**config.mk**
```make
export PLATFORM = sky130hd
export DESIGN_NAME = encoder_position_pid_servo
export DESIGN_NICKNAME = d
export VERILOG_FILES = /design/src/sv/eps_pkg.sv /design/src/sv/eps_front.sv /design/src/sv/eps_queue.sv /design/src/sv/eps_back.sv /design/src/sv/encoder_position_pid_servo.sv
export SDC_FILE = /design/constraint.sdc
export NUM_CORES = 2
export LEC_CHECK = 0
export BUFFER_PORTS_ARGS = -buffer_cell sky130_fd_sc_hd__clkbuf_2
export CAP_MARGIN = 40
export CORE_ASPECT_RATIO = 0.75
export CORE_UTILIZATION = 28
export CTS_CLUSTER_DIAMETER = 80
export DETAILED_ROUTE_END_ITERATION = 8
export PLACE_DENSITY_LB_ADDON = 0.3
export SYNTH_ARGS = -nofsm -noshare
export SYNTH_HDL_FRONTEND = slang
export SYNTH_SLANG_ARGS = --single-unit
```
**constraint.sdc**
```tcl
create_clock -name clock -period 24.9 [get_ports clock]
set_input_delay 7.47 -clock clock [delete_from_list [all_inputs] [get_ports clock]]
set_output_delay 7.47 -clock clock [all_outputs]
set_load 0.005 [all_outputs]
```
**src/sv/eps_pkg.sv**
```systemverilog
// Shared types and constants of the encoder position servo.
package eps_pkg;

   // Event kinds carried by a request.
   typedef enum logic [1:0] {
      CMD_EDGE  = 2'd0,
      CMD_INDEX = 2'd1,
      CMD_TICK  = 2'd2
   } cmd_type;

   // Configuration register indexes.
   typedef enum logic [2:0] {
      CSR_TARGET_POSITION = 3'd0,
      CSR_GAIN_P          = 3'd1,
      CSR_GAIN_I          = 3'd2,
      CSR_GAIN_D          = 3'd3,
      CSR_INTEGRAL_LIMIT  = 3'd4,
      CSR_INDEX_OFFSET    = 3'd5,
      CSR_DRIVE_LIMIT     = 3'd6
   } csr_index_type;

   localparam int CSR_INDEX_W = 3;
   localparam int CSR_DATA_W  = 16;
   localparam int GAIN_W      = 16;
   localparam int LEVEL_W     = 8;
   localparam int OUT_W       = 8;
   localparam int FRAC_BITS   = 8;
   localparam int INTEGRAL_W  = 18;

   // Register values after reset.
   localparam logic [7:0]        TARGET_RESET         = 8'd0;
   localparam logic [GAIN_W-1:0] GAIN_P_RESET         = 16'd2560;
   localparam logic [GAIN_W-1:0] GAIN_I_RESET         = 16'd179;
   localparam logic [GAIN_W-1:0] GAIN_D_RESET         = 16'd0;
   localparam logic [GAIN_W-1:0] INTEGRAL_LIMIT_RESET = 16'd2560;
   localparam logic [7:0]        INDEX_OFFSET_RESET   = 8'd2;
   localparam logic [LEVEL_W-1:0] DRIVE_LIMIT_RESET   = 8'd255;

   // Loop settings seen by the PID datapath.
   typedef struct packed {
      logic [GAIN_W-1:0]  gain_p;
      logic [GAIN_W-1:0]  gain_i;
      logic [GAIN_W-1:0]  gain_d;
      logic [GAIN_W-1:0]  integral_limit;
      logic [LEVEL_W-1:0] drive_limit;
   } pid_cfg_type;

endpackage

```
**src/sv/eps_front.sv**
```systemverilog
// Front end: decodes each request, keeps the encoder count and forms the tick error.
module eps_front import eps_pkg::*; #(
   parameter int COUNTS_PER_TURN = 178,
   localparam int CW      = $clog2(COUNTS_PER_TURN),
   localparam int EW      = CW + 1,
   localparam int ENTRY_W = 1 + CW + EW
) (
   input  logic               clock,
   input  logic               reset,
   input  logic               req_valid,
   output logic               req_ready,
   input  logic [1:0]         req_cmd,
   input  logic               req_phase_a,
   input  logic               req_phase_b,
   input  logic [CW-1:0]      target_mod,
   input  logic [CW-1:0]      offset_mod,
   output logic               push_valid,
   input  logic               push_ready,
   output logic [ENTRY_W-1:0] push_data
);

   localparam logic [CW-1:0]        LAST_COUNT = CW'(COUNTS_PER_TURN - 1);
   localparam logic signed [EW-1:0] HALF_S     = EW'(COUNTS_PER_TURN / 2);
   localparam logic signed [EW-1:0] TURN_S     = EW'(COUNTS_PER_TURN);

   logic [CW-1:0]        count_ff, count_in;
   logic                 clockwise_ff, clockwise_in;
   logic                 is_tick;
   logic                 accept;
   logic signed [EW-1:0] diff;
   logic signed [EW-1:0] err;

   assign req_ready  = push_ready;
   assign push_valid = req_valid;
   assign accept     = req_valid && push_ready;

   // Decode the event and work out the count after it.
   always_comb begin
      count_in     = count_ff;
      clockwise_in = clockwise_ff;
      is_tick      = 1'b0;
      unique case (req_cmd)
         CMD_EDGE: begin
            if (req_phase_a != req_phase_b) begin
               clockwise_in = 1'b1;
               count_in     = (count_ff == '0) ? LAST_COUNT : count_ff - 1'b1;
            end else begin
               clockwise_in = 1'b0;
               count_in     = (count_ff == LAST_COUNT) ? '0 : count_ff + 1'b1;
            end
         end
         CMD_INDEX: begin
            count_in = clockwise_ff ? '0 : offset_mod;
         end
         CMD_TICK: begin
            is_tick = 1'b1;
         end
         default: begin
         end
      endcase
   end

   // Shortest-path error from the current count to the target.
   always_comb begin
      diff = EW'({1'b0, target_mod}) - EW'({1'b0, count_ff});
      if (diff > HALF_S) begin
         err = diff - TURN_S;
      end else if (diff < -HALF_S) begin
         err = diff + TURN_S;
      end else begin
         err = diff;
      end
   end

   assign push_data = {is_tick, count_in, err};

   // Count and direction update on each accepted request.
   always_ff @(posedge clock) begin
      if (reset) begin
         count_ff     <= '0;
         clockwise_ff <= 1'b0;
      end else if (accept) begin
         count_ff     <= count_in;
         clockwise_ff <= clockwise_in;
      end
   end

   // The count never leaves one turn.
   assert property (@(posedge clock) disable iff (reset) count_ff <= LAST_COUNT)
      else $error("encoder count out of range");

   // A tick error always takes the short way round.
   assert property (@(posedge clock) disable iff (reset)
      accept && is_tick |-> (err <= HALF_S) && (err >= -HALF_S))
      else $error("tick error exceeds half a turn");

endmodule

```
**src/sv/eps_queue.sv**
```systemverilog
// Short request queue between the front end and the PID datapath.
module eps_queue #(
   parameter int WIDTH = 19,
   parameter int DEPTH = 4
) (
   input  logic             clock,
   input  logic             reset,
   input  logic             push_valid,
   output logic             push_ready,
   input  logic [WIDTH-1:0] push_data,
   output logic             pop_valid,
   input  logic             pop_ready,
   output logic [WIDTH-1:0] pop_data
);

   localparam int AW = (DEPTH > 1) ? $clog2(DEPTH) : 1;
   localparam int FW = $clog2(DEPTH + 1);

   logic [WIDTH-1:0] entries_ff [DEPTH];
   logic [AW-1:0]    wr_ptr_ff, wr_ptr_in;
   logic [AW-1:0]    rd_ptr_ff, rd_ptr_in;
   logic [FW-1:0]    fill_ff, fill_in;
   logic             push;
   logic             pop;

   assign push_ready = (fill_ff != FW'(DEPTH));
   assign pop_valid  = (fill_ff != '0);
   assign push       = push_valid && push_ready;
   assign pop        = pop_valid && pop_ready;
   assign pop_data   = entries_ff[rd_ptr_ff];

   // Pointer and fill bookkeeping.
   always_comb begin
      wr_ptr_in = wr_ptr_ff;
      rd_ptr_in = rd_ptr_ff;
      if (push) begin
         wr_ptr_in = (wr_ptr_ff == AW'(DEPTH - 1)) ? '0 : wr_ptr_ff + 1'b1;
      end
      if (pop) begin
         rd_ptr_in = (rd_ptr_ff == AW'(DEPTH - 1)) ? '0 : rd_ptr_ff + 1'b1;
      end
      fill_in = fill_ff + FW'(push) - FW'(pop);
   end

   always_ff @(posedge clock) begin
      if (reset) begin
         wr_ptr_ff <= '0;
         rd_ptr_ff <= '0;
         fill_ff   <= '0;
      end else begin
         wr_ptr_ff <= wr_ptr_in;
         rd_ptr_ff <= rd_ptr_in;
         fill_ff   <= fill_in;
      end
   end

   // Entry storage.
   always_ff @(posedge clock) begin
      if (push) begin
         entries_ff[wr_ptr_ff] <= push_data;
      end
   end

   assert property (@(posedge clock) disable iff (reset) fill_ff <= FW'(DEPTH))
      else $error("queue fill count overflow");

   assert property (@(posedge clock) disable iff (reset)
      fill_ff == '0 |-> wr_ptr_ff == rd_ptr_ff)
      else $error("queue pointers disagree with empty fill count");

endmodule

```
**src/sv/eps_back.sv**
```systemverilog
// Back end: three-stage PID datapath with the response register and held drive.
module eps_back import eps_pkg::*; #(
   parameter int COUNTS_PER_TURN = 178,
   localparam int CW      = $clog2(COUNTS_PER_TURN),
   localparam int EW      = CW + 1,
   localparam int ENTRY_W = 1 + CW + EW
) (
   input  logic               clock,
   input  logic               reset,
   input  pid_cfg_type        cfg,
   input  logic               pop_valid,
   output logic               pop_ready,
   input  logic [ENTRY_W-1:0] pop_data,
   output logic               rsp_valid,
   input  logic               rsp_ready,
   output logic [LEVEL_W-1:0] rsp_drive_level,
   output logic               rsp_drive_reverse,
   output logic [OUT_W-1:0]   rsp_position,
   output logic signed [OUT_W-1:0] rsp_position_error
);

   localparam int GW  = GAIN_W + 1;
   localparam int DEW = EW + 1;
   localparam int PW  = GW + EW;
   localparam int DW  = GW + DEW;
   localparam int IW  = INTEGRAL_W;
   localparam int SW  = DW + 3;
   localparam int MW  = SW - FRAC_BITS;

   logic adv;

   // Head of the queue.
   logic                 head_tick;
   logic [CW-1:0]        head_pos;
   logic signed [EW-1:0] head_err;

   // Stage 1: products.
   logic signed [GW-1:0]  gain_p_s, gain_i_s, gain_d_s;
   logic signed [DEW-1:0] err_diff;
   logic signed [PW-1:0]  p1_in, i1_in;
   logic signed [DW-1:0]  d1_in;
   logic                  v1_ff, tick1_ff;
   logic [CW-1:0]         pos1_ff;
   logic signed [EW-1:0]  err1_ff;
   logic signed [PW-1:0]  p1_ff, i1_ff;
   logic signed [DW-1:0]  d1_ff;
   logic signed [EW-1:0]  prev_err_ff;

   // Stage 2: integral.
   logic signed [SW-1:0]  isum, lim_s, iclamp;
   logic signed [IW-1:0]  integral_in, integral_ff;
   logic                  v2_ff, tick2_ff;
   logic [CW-1:0]         pos2_ff;
   logic signed [EW-1:0]  err2_ff;
   logic signed [PW-1:0]  p2_ff;
   logic signed [IW-1:0]  int2_ff;
   logic signed [DW-1:0]  d2_ff;

   // Stage 3: drive and response.
   logic signed [SW-1:0]  s_sum;
   logic [SW-1:0]         s_mag;
   logic [MW-1:0]         mag_int;
   logic [LEVEL_W-1:0]    level_in;
   logic                  reverse_in;
   logic                  rsp_valid_ff;
   logic [CW-1:0]         pos3_ff;
   logic [LEVEL_W-1:0]    drive_level_ff;
   logic                  drive_reverse_ff;
   logic signed [EW-1:0]  error_hold_ff;

   // The whole pipeline moves when the response register can take a value.
   assign adv       = !rsp_valid_ff || rsp_ready;
   assign pop_ready = adv;

   assign head_tick = pop_data[ENTRY_W-1];
   assign head_pos  = pop_data[EW +: CW];
   assign head_err  = pop_data[EW-1:0];

   // Stage 1: the three gain products.
   assign gain_p_s = {1'b0, cfg.gain_p};
   assign gain_i_s = {1'b0, cfg.gain_i};
   assign gain_d_s = {1'b0, cfg.gain_d};
   assign err_diff = DEW'(head_err) - DEW'(prev_err_ff);
   assign p1_in    = PW'(gain_p_s) * PW'(head_err);
   assign i1_in    = PW'(gain_i_s) * PW'(head_err);
   assign d1_in    = DW'(gain_d_s) * DW'(err_diff);

   always_ff @(posedge clock) begin
      if (reset) begin
         v1_ff       <= 1'b0;
         prev_err_ff <= '0;
      end else if (adv) begin
         v1_ff <= pop_valid;
         if (pop_valid && head_tick) begin
            prev_err_ff <= head_err;
         end
      end
   end

   always_ff @(posedge clock) begin
      if (adv) begin
         tick1_ff <= head_tick;
         pos1_ff  <= head_pos;
         err1_ff  <= head_err;
         p1_ff    <= p1_in;
         i1_ff    <= i1_in;
         d1_ff    <= d1_in;
      end
   end

   // Stage 2: accumulate and clamp the integral.
   always_comb begin
      isum  = SW'(integral_ff) + SW'(i1_ff);
      lim_s = SW'(cfg.integral_limit);
      if (isum > lim_s) begin
         iclamp = lim_s;
      end else if (isum < -lim_s) begin
         iclamp = -lim_s;
      end else begin
         iclamp = isum;
      end
      integral_in = IW'(iclamp);
   end

   always_ff @(posedge clock) begin
      if (reset) begin
         v2_ff       <= 1'b0;
         integral_ff <= '0;
      end else if (adv) begin
         v2_ff <= v1_ff;
         if (v1_ff && tick1_ff) begin
            integral_ff <= integral_in;
         end
      end
   end

   always_ff @(posedge clock) begin
      if (adv) begin
         tick2_ff <= tick1_ff;
         pos2_ff  <= pos1_ff;
         err2_ff  <= err1_ff;
         p2_ff    <= p1_ff;
         int2_ff  <= integral_in;
         d2_ff    <= d1_ff;
      end
   end

   // Stage 3: sum, truncate toward zero and clamp to the drive limit.
   always_comb begin
      s_sum   = SW'(p2_ff) + SW'(int2_ff) + SW'(d2_ff);
      s_mag   = s_sum[SW-1] ? -s_sum : s_sum;
      mag_int = s_mag[SW-1:FRAC_BITS];
      if (mag_int > MW'(cfg.drive_limit)) begin
         level_in = cfg.drive_limit;
      end else begin
         level_in = mag_int[LEVEL_W-1:0];
      end
      reverse_in = s_sum[SW-1] && (level_in != '0);
   end

   always_ff @(posedge clock) begin
      if (reset) begin
         rsp_valid_ff     <= 1'b0;
         drive_level_ff   <= '0;
         drive_reverse_ff <= 1'b0;
         error_hold_ff    <= '0;
      end else if (adv) begin
         rsp_valid_ff <= v2_ff;
         if (v2_ff && tick2_ff) begin
            drive_level_ff   <= level_in;
            drive_reverse_ff <= reverse_in;
            error_hold_ff    <= err2_ff;
         end
      end
   end

   always_ff @(posedge clock) begin
      if (adv) begin
         pos3_ff <= pos2_ff;
      end
   end

   assign rsp_valid          = rsp_valid_ff;
   assign rsp_drive_level    = drive_level_ff;
   assign rsp_drive_reverse  = drive_reverse_ff;
   assign rsp_position       = OUT_W'(pos3_ff);
   assign rsp_position_error = OUT_W'(error_hold_ff);

   // Reverse is only ever reported with a nonzero drive.
   assert property (@(posedge clock) disable iff (reset)
      drive_reverse_ff |-> drive_level_ff != '0)
      else $error("reverse flagged with zero drive");

   // After a tick leaves stage 2 the integral lies within its clamp.
   assert property (@(posedge clock) disable iff (reset)
      adv && v1_ff && tick1_ff |=>
         (SW'(integral_ff) <= lim_s) && (SW'(integral_ff) >= -lim_s))
      else $error("integral outside its limit");

endmodule

```
**src/sv/encoder_position_pid_servo.sv**
```systemverilog
// Top level of the encoder position servo: configuration registers and block wiring.
//
// Usage:
//   Request channel (req_valid/req_ready): one event per request. req_cmd selects
//   an encoder edge (phases on req_phase_a/b), an index pulse or a control tick;
//   the fourth code leaves all state alone.
//   Response channel (rsp_valid/rsp_ready): exactly one response per request, in
//   order: held drive magnitude and direction, position after the event and the
//   error from the last control tick.
//   Configuration: csr_we writes csr_wdata into the register at csr_index in the
//   same edge; target and index offset are reduced to one turn as they are stored.
//   Write only while no request is in flight.
// Timing:
//   An accepted request is stored in the queue, then passes the stage 1, stage 2 and
//   response registers. One request per cycle is sustained while the receiver keeps
//   up; the edge counter updates as each request is accepted and the PID datapath is
//   a three-stage pipeline whose integral register closes its loop within one stage.
// Reset clears the count, integral, held drive and error and loads the register
// defaults. When the receiver stalls, the response register holds and the
// pipeline freezes; the queue keeps taking requests until it is full.
module encoder_position_pid_servo import eps_pkg::*; #(
   parameter int COUNTS_PER_TURN = 178,
   parameter int QUEUE_DEPTH     = 4,
   localparam int CW      = $clog2(COUNTS_PER_TURN),
   localparam int ENTRY_W = 2 * CW + 2
) (
   input  logic                   clock,
   input  logic                   reset,
   input  logic                   req_valid,
   output logic                   req_ready,
   input  logic [1:0]             req_cmd,
   input  logic                   req_phase_a,
   input  logic                   req_phase_b,
   output logic                   rsp_valid,
   input  logic                   rsp_ready,
   output logic [LEVEL_W-1:0]     rsp_drive_level,
   output logic                   rsp_drive_reverse,
   output logic [OUT_W-1:0]       rsp_position,
   output logic signed [OUT_W-1:0] rsp_position_error,
   input  logic                   csr_we,
   input  logic [CSR_INDEX_W-1:0] csr_index,
   input  logic [CSR_DATA_W-1:0]  csr_wdata
);

   typedef logic [255:0][CW-1:0] turn_tbl_type;

   // Reduction of an 8-bit register value to one turn, built at elaboration.
   function automatic turn_tbl_type build_turn_tbl();
      turn_tbl_type tbl;
      for (int i = 0; i < 256; i++) begin
         tbl[i] = CW'(i % COUNTS_PER_TURN);
      end
      return tbl;
   endfunction

   localparam turn_tbl_type TURN_TBL = build_turn_tbl();

   logic [CW-1:0]        target_mod_ff, target_mod_in;
   logic [CW-1:0]        offset_mod_ff, offset_mod_in;
   pid_cfg_type          cfg_ff, cfg_in;
   logic                 push_valid;
   logic                 push_ready;
   logic [ENTRY_W-1:0]   push_data;
   logic                 pop_valid;
   logic                 pop_ready;
   logic [ENTRY_W-1:0]   pop_data;

   // Register write decode.
   always_comb begin
      cfg_in        = cfg_ff;
      target_mod_in = target_mod_ff;
      offset_mod_in = offset_mod_ff;
      if (csr_we) begin
         unique case (csr_index)
            CSR_TARGET_POSITION: target_mod_in      = TURN_TBL[csr_wdata[7:0]];
            CSR_GAIN_P:          cfg_in.gain_p      = csr_wdata;
            CSR_GAIN_I:          cfg_in.gain_i      = csr_wdata;
            CSR_GAIN_D:          cfg_in.gain_d      = csr_wdata;
            CSR_INTEGRAL_LIMIT:  cfg_in.integral_limit = csr_wdata;
            CSR_INDEX_OFFSET:    offset_mod_in      = TURN_TBL[csr_wdata[7:0]];
            CSR_DRIVE_LIMIT:     cfg_in.drive_limit = csr_wdata[LEVEL_W-1:0];
            default: begin
            end
         endcase
      end
   end

   always_ff @(posedge clock) begin
      if (reset) begin
         target_mod_ff         <= TURN_TBL[TARGET_RESET];
         offset_mod_ff         <= TURN_TBL[INDEX_OFFSET_RESET];
         cfg_ff.gain_p         <= GAIN_P_RESET;
         cfg_ff.gain_i         <= GAIN_I_RESET;
         cfg_ff.gain_d         <= GAIN_D_RESET;
         cfg_ff.integral_limit <= INTEGRAL_LIMIT_RESET;
         cfg_ff.drive_limit    <= DRIVE_LIMIT_RESET;
      end else begin
         target_mod_ff <= target_mod_in;
         offset_mod_ff <= offset_mod_in;
         cfg_ff        <= cfg_in;
      end
   end

   eps_front #(
      .COUNTS_PER_TURN (COUNTS_PER_TURN)
   ) u_front (
      .clock       (clock),
      .reset       (reset),
      .req_valid   (req_valid),
      .req_ready   (req_ready),
      .req_cmd     (req_cmd),
      .req_phase_a (req_phase_a),
      .req_phase_b (req_phase_b),
      .target_mod  (target_mod_ff),
      .offset_mod  (offset_mod_ff),
      .push_valid  (push_valid),
      .push_ready  (push_ready),
      .push_data   (push_data)
   );

   eps_queue #(
      .WIDTH (ENTRY_W),
      .DEPTH (QUEUE_DEPTH)
   ) u_queue (
      .clock      (clock),
      .reset      (reset),
      .push_valid (push_valid),
      .push_ready (push_ready),
      .push_data  (push_data),
      .pop_valid  (pop_valid),
      .pop_ready  (pop_ready),
      .pop_data   (pop_data)
   );

   eps_back #(
      .COUNTS_PER_TURN (COUNTS_PER_TURN)
   ) u_back (
      .clock              (clock),
      .reset              (reset),
      .cfg                (cfg_ff),
      .pop_valid          (pop_valid),
      .pop_ready          (pop_ready),
      .pop_data           (pop_data),
      .rsp_valid          (rsp_valid),
      .rsp_ready          (rsp_ready),
      .rsp_drive_level    (rsp_drive_level),
      .rsp_drive_reverse  (rsp_drive_reverse),
      .rsp_position       (rsp_position),
      .rsp_position_error (rsp_position_error)
   );

endmodule

```
==> results.yml <==
drt:
  drt_drc_violations_left: 0
  antenna_left: 0
  routedWlPerCell_um: 17.6
  drtIter0Drc: 2001
  via_per_inst: 4.68
  vias: 25600
  dr.pass1.iters: 6
  routed_wirelength_um: 96700
worst_setup_path:
  crit_fanout: 58
  crit_family: "simple AND/OR/NAND/NOR gates"
  arrival_ns: 10.16
  critPathCaptureType: "flip-flop"
  cp.depth: 9
  crit_slowest_cell: "and3_1"
  cp.required_ns: 25.43
  critPathKind: "input pin to flip-flop"
  crit_top_cell: "a21oi_1"
  critPathBufInv: 3
  slowest_delay_ns: 0.86
  rr_worst_depth: 34
  crit_chain: "clkbuf_2, inv_1, nand2_4, buf_4, and3_1, nand2_1, a21oi_1, a41oi_1, a21oi_1"
  start_kind: "input pin"
place:
  dpl.hpwl_um: 75200
  routabilityCongestion: 0.857
  port-buffer-count: 54
floorplan:
  num_rows: 114
  die_w_um: 418
  io-pin-count: 55
  die_height_um: 314
  initial_utilization: 0.282
  coreArea_um2: 129000
  dieArea_um2: 131000
synth:
  postSynthCellCount: 3722
  yosysSeqAreaShare: 0.303
  syn_avg_cell_area_um2: 9.76
  synth_top_cells_by_count: "478 x nand2_1, 462 x inv_1, 358 x ha_1"
  ys_async_sr_fraction: 0
  synth_top_area_frac: 0.218
  yosys.area.top_type: "edfxtp_1"
  ys_warn_count: 0
  ys_top_cells_by_area: "edfxtp_1 22%, fa_1 19%, ha_1 12%"
  post-synth-top-count-cell: "nand2_1"
  synthesis.nets: 4449
  dominantRegCellSynth: "edfxtp_1"
  synth_edf_count: 264
  ys_ff_latch: 417
  synth.distinct_cells: 92
  syn_area_um2: 36300
timing:
  setup_viol: 0
  tightest_slew_ns: 0.984
  slew_headroom: 0.327
  fmax_mhz: 104
  rsz0062_at_grt: "false"
  slew_viol_final: 0
  finalHoldViolations: 0
  worst_clock_skew_ns: 0.0224
  setup-tns-final_ns: 0
  period_share: 0.387
  finalCriticalPeriod_ns: 9.63
clocking:
  cts_buffer_depth: 3
  path_clk_slew_ns: 0.06
  ctsResizeCount: 0
  cts_tree: "built"
  cts_root_buf: "clkbuf_16"
  h-tree-depth: 2
  clkSinkCount: 417
  cts_buffers: 46
  clkLatencyLatePin_ns: 0.60
  postCtsSetupBuffers: 0
  hold_buffers: 0
hold_path:
  hold_depth: 0
  hold_class: "flip-flop to flip-flop"
flow_run:
  cap_viol_max_count: 0
finish:
  areaGrowthSynthToFinish_pct: 10.6
  nNetsFinal: 4430
  drive_above_1_share: 0.0617
  n_fill_cell: 13300
global_route:
  antenna_found_initial: 5
  grt_usage: 0.147
  grt_max_degree: 91
  overflow: 0
  grt_pass1_wl_um: 151000
  grt_pass1_vias: 25100
outcome:
  outcome: "complete, no violations"
## worst paths after layout
path | from | end | slack [ns]
setup reg to reg | flip-flop | u_back.d1_ff[25]$_DFFE_PP_ | 15.80
setup / recovery | rsp_ready | u_back.rsp_drive_level[5]$_SDFFE_PP0P_ | 15.27
hold reg to reg | u_back.d1_ff[0]$_DFFE_PP_ | u_back.d2_ff[0]$_DFFE_PP_ | 0.41
hold / removal | u_back.d1_ff[0]$_DFFE_PP_ | u_back.d2_ff[0]$_DFFE_PP_ | 0.41
## state kept, by name, summed over array words and instances (netlist names), 8 cells and up, named ones only
register / count
u_back.i1_ff: 26
u_back.d2_ff: 27
cfg_ff: 72
u_back.error_hold_ff: 8
u_back.rsp_position: 8
u_back.pos2_ff: 8
u_back.rsp_drive_level: 8
u_back.p2_ff: 26
u_back.pos1_ff: 8
u_back.p1_ff: 26
target_mod_ff: 8
u_back.int2_ff: 18
u_queue.entries_ff: 72
u_back.d1_ff: 27
u_back.prev_err_ff: 9
u_back.err2_ff: 8
offset_mod_ff: 8
u_front.count_ff: 8
u_back.err1_ff: 8
u_back.integral_ff: 18
## per-stage QoR
| step | hold slack (ns) | instances | util | worst slack, ns | area, um2 |
|---|---|---|---|---|---|
| 2_1_floorplan | 0.400 | 3722 | - | 11.33 | 36300 |
| 3_3_place_gp | 0.403 | 5379 | 0.298 | 14.36 | 38400 |
| 3_5_place_dp | 0.405 | 5394 | 0.300 | 14.58 | 38600 |
| 4_1_cts | 0.415 | 5480 | 0.312 | 15.22 | 40200 |
| 5_1_grt | 0.421 | 5484 | 0.312 | 14.95 | 40200 |
| 6_report | 0.411 | 5484 | 0.312 | 15.27 | 40200 |
## per-layer routing
layer,vias up,part of all wire,global-route usage
met3,109,0.055,0.0255
li1,12400,-,-
met1,12600,0.51,0.226
met5,-,0,0
met4,0,0.020,0.0329
met2,539,0.41,0.213
## kinds of logic after synthesis
logic type / after synthesis / share of synthesized area
AOI/OAI and AO/OA: 578 / 0.105
xor gates and xnor gates: 139 / 0.0335
adders and majority gates: 699 / 0.311
buffers and inverters: 626 / 0.0657
DFF: 417 / 0.303
muxes: 45 / 0.0188
and+or+nand+nor: 1218 / 0.163
## layout make-up
| class | count | area, um2 | area share |
|---|---|---|---|
| tap | 1740 | 2180 | 0.0542 |
| timing repair buffer | 95 | 688 | 0.0171 |
| multi-input combinational | 2679 | 23000 | 0.572 |
| antenna | 3 | 7.51 | 0.000187 |
| sequential | 417 | 11000 | 0.274 |
| clock buffer | 60 | 1280 | 0.0318 |
| clock inverter | 26 | 310 | 0.00772 |
| inverter | 464 | 1740 | 0.0433 |
## cells in the final DEF, fill, tap and decap left out, drive strengths merged, types with 16 or more instances in the layout
master / count
a21oi: 214
nor3: 57
mux4: 18
nand3: 52
nand4: 20
inv: 470
and2: 186
and3: 23
nand2b: 67
xnor2: 103
nor2: 193
buf: 42
nor2b: 60
ha: 358
xor2: 36
clkbuf: 113
nand3b: 27
edfxtp: 264
a211oi: 23
nor4: 16
a31oi: 21
o21ai: 81
mux2i: 22
nand2: 478
dfxtp: 153
a21o: 54
o21a: 26
fa: 341
o21bai: 18
Power is not shown: default switching activity piles up to over one toggle a cycle in this logic, so the estimate is an artifact.
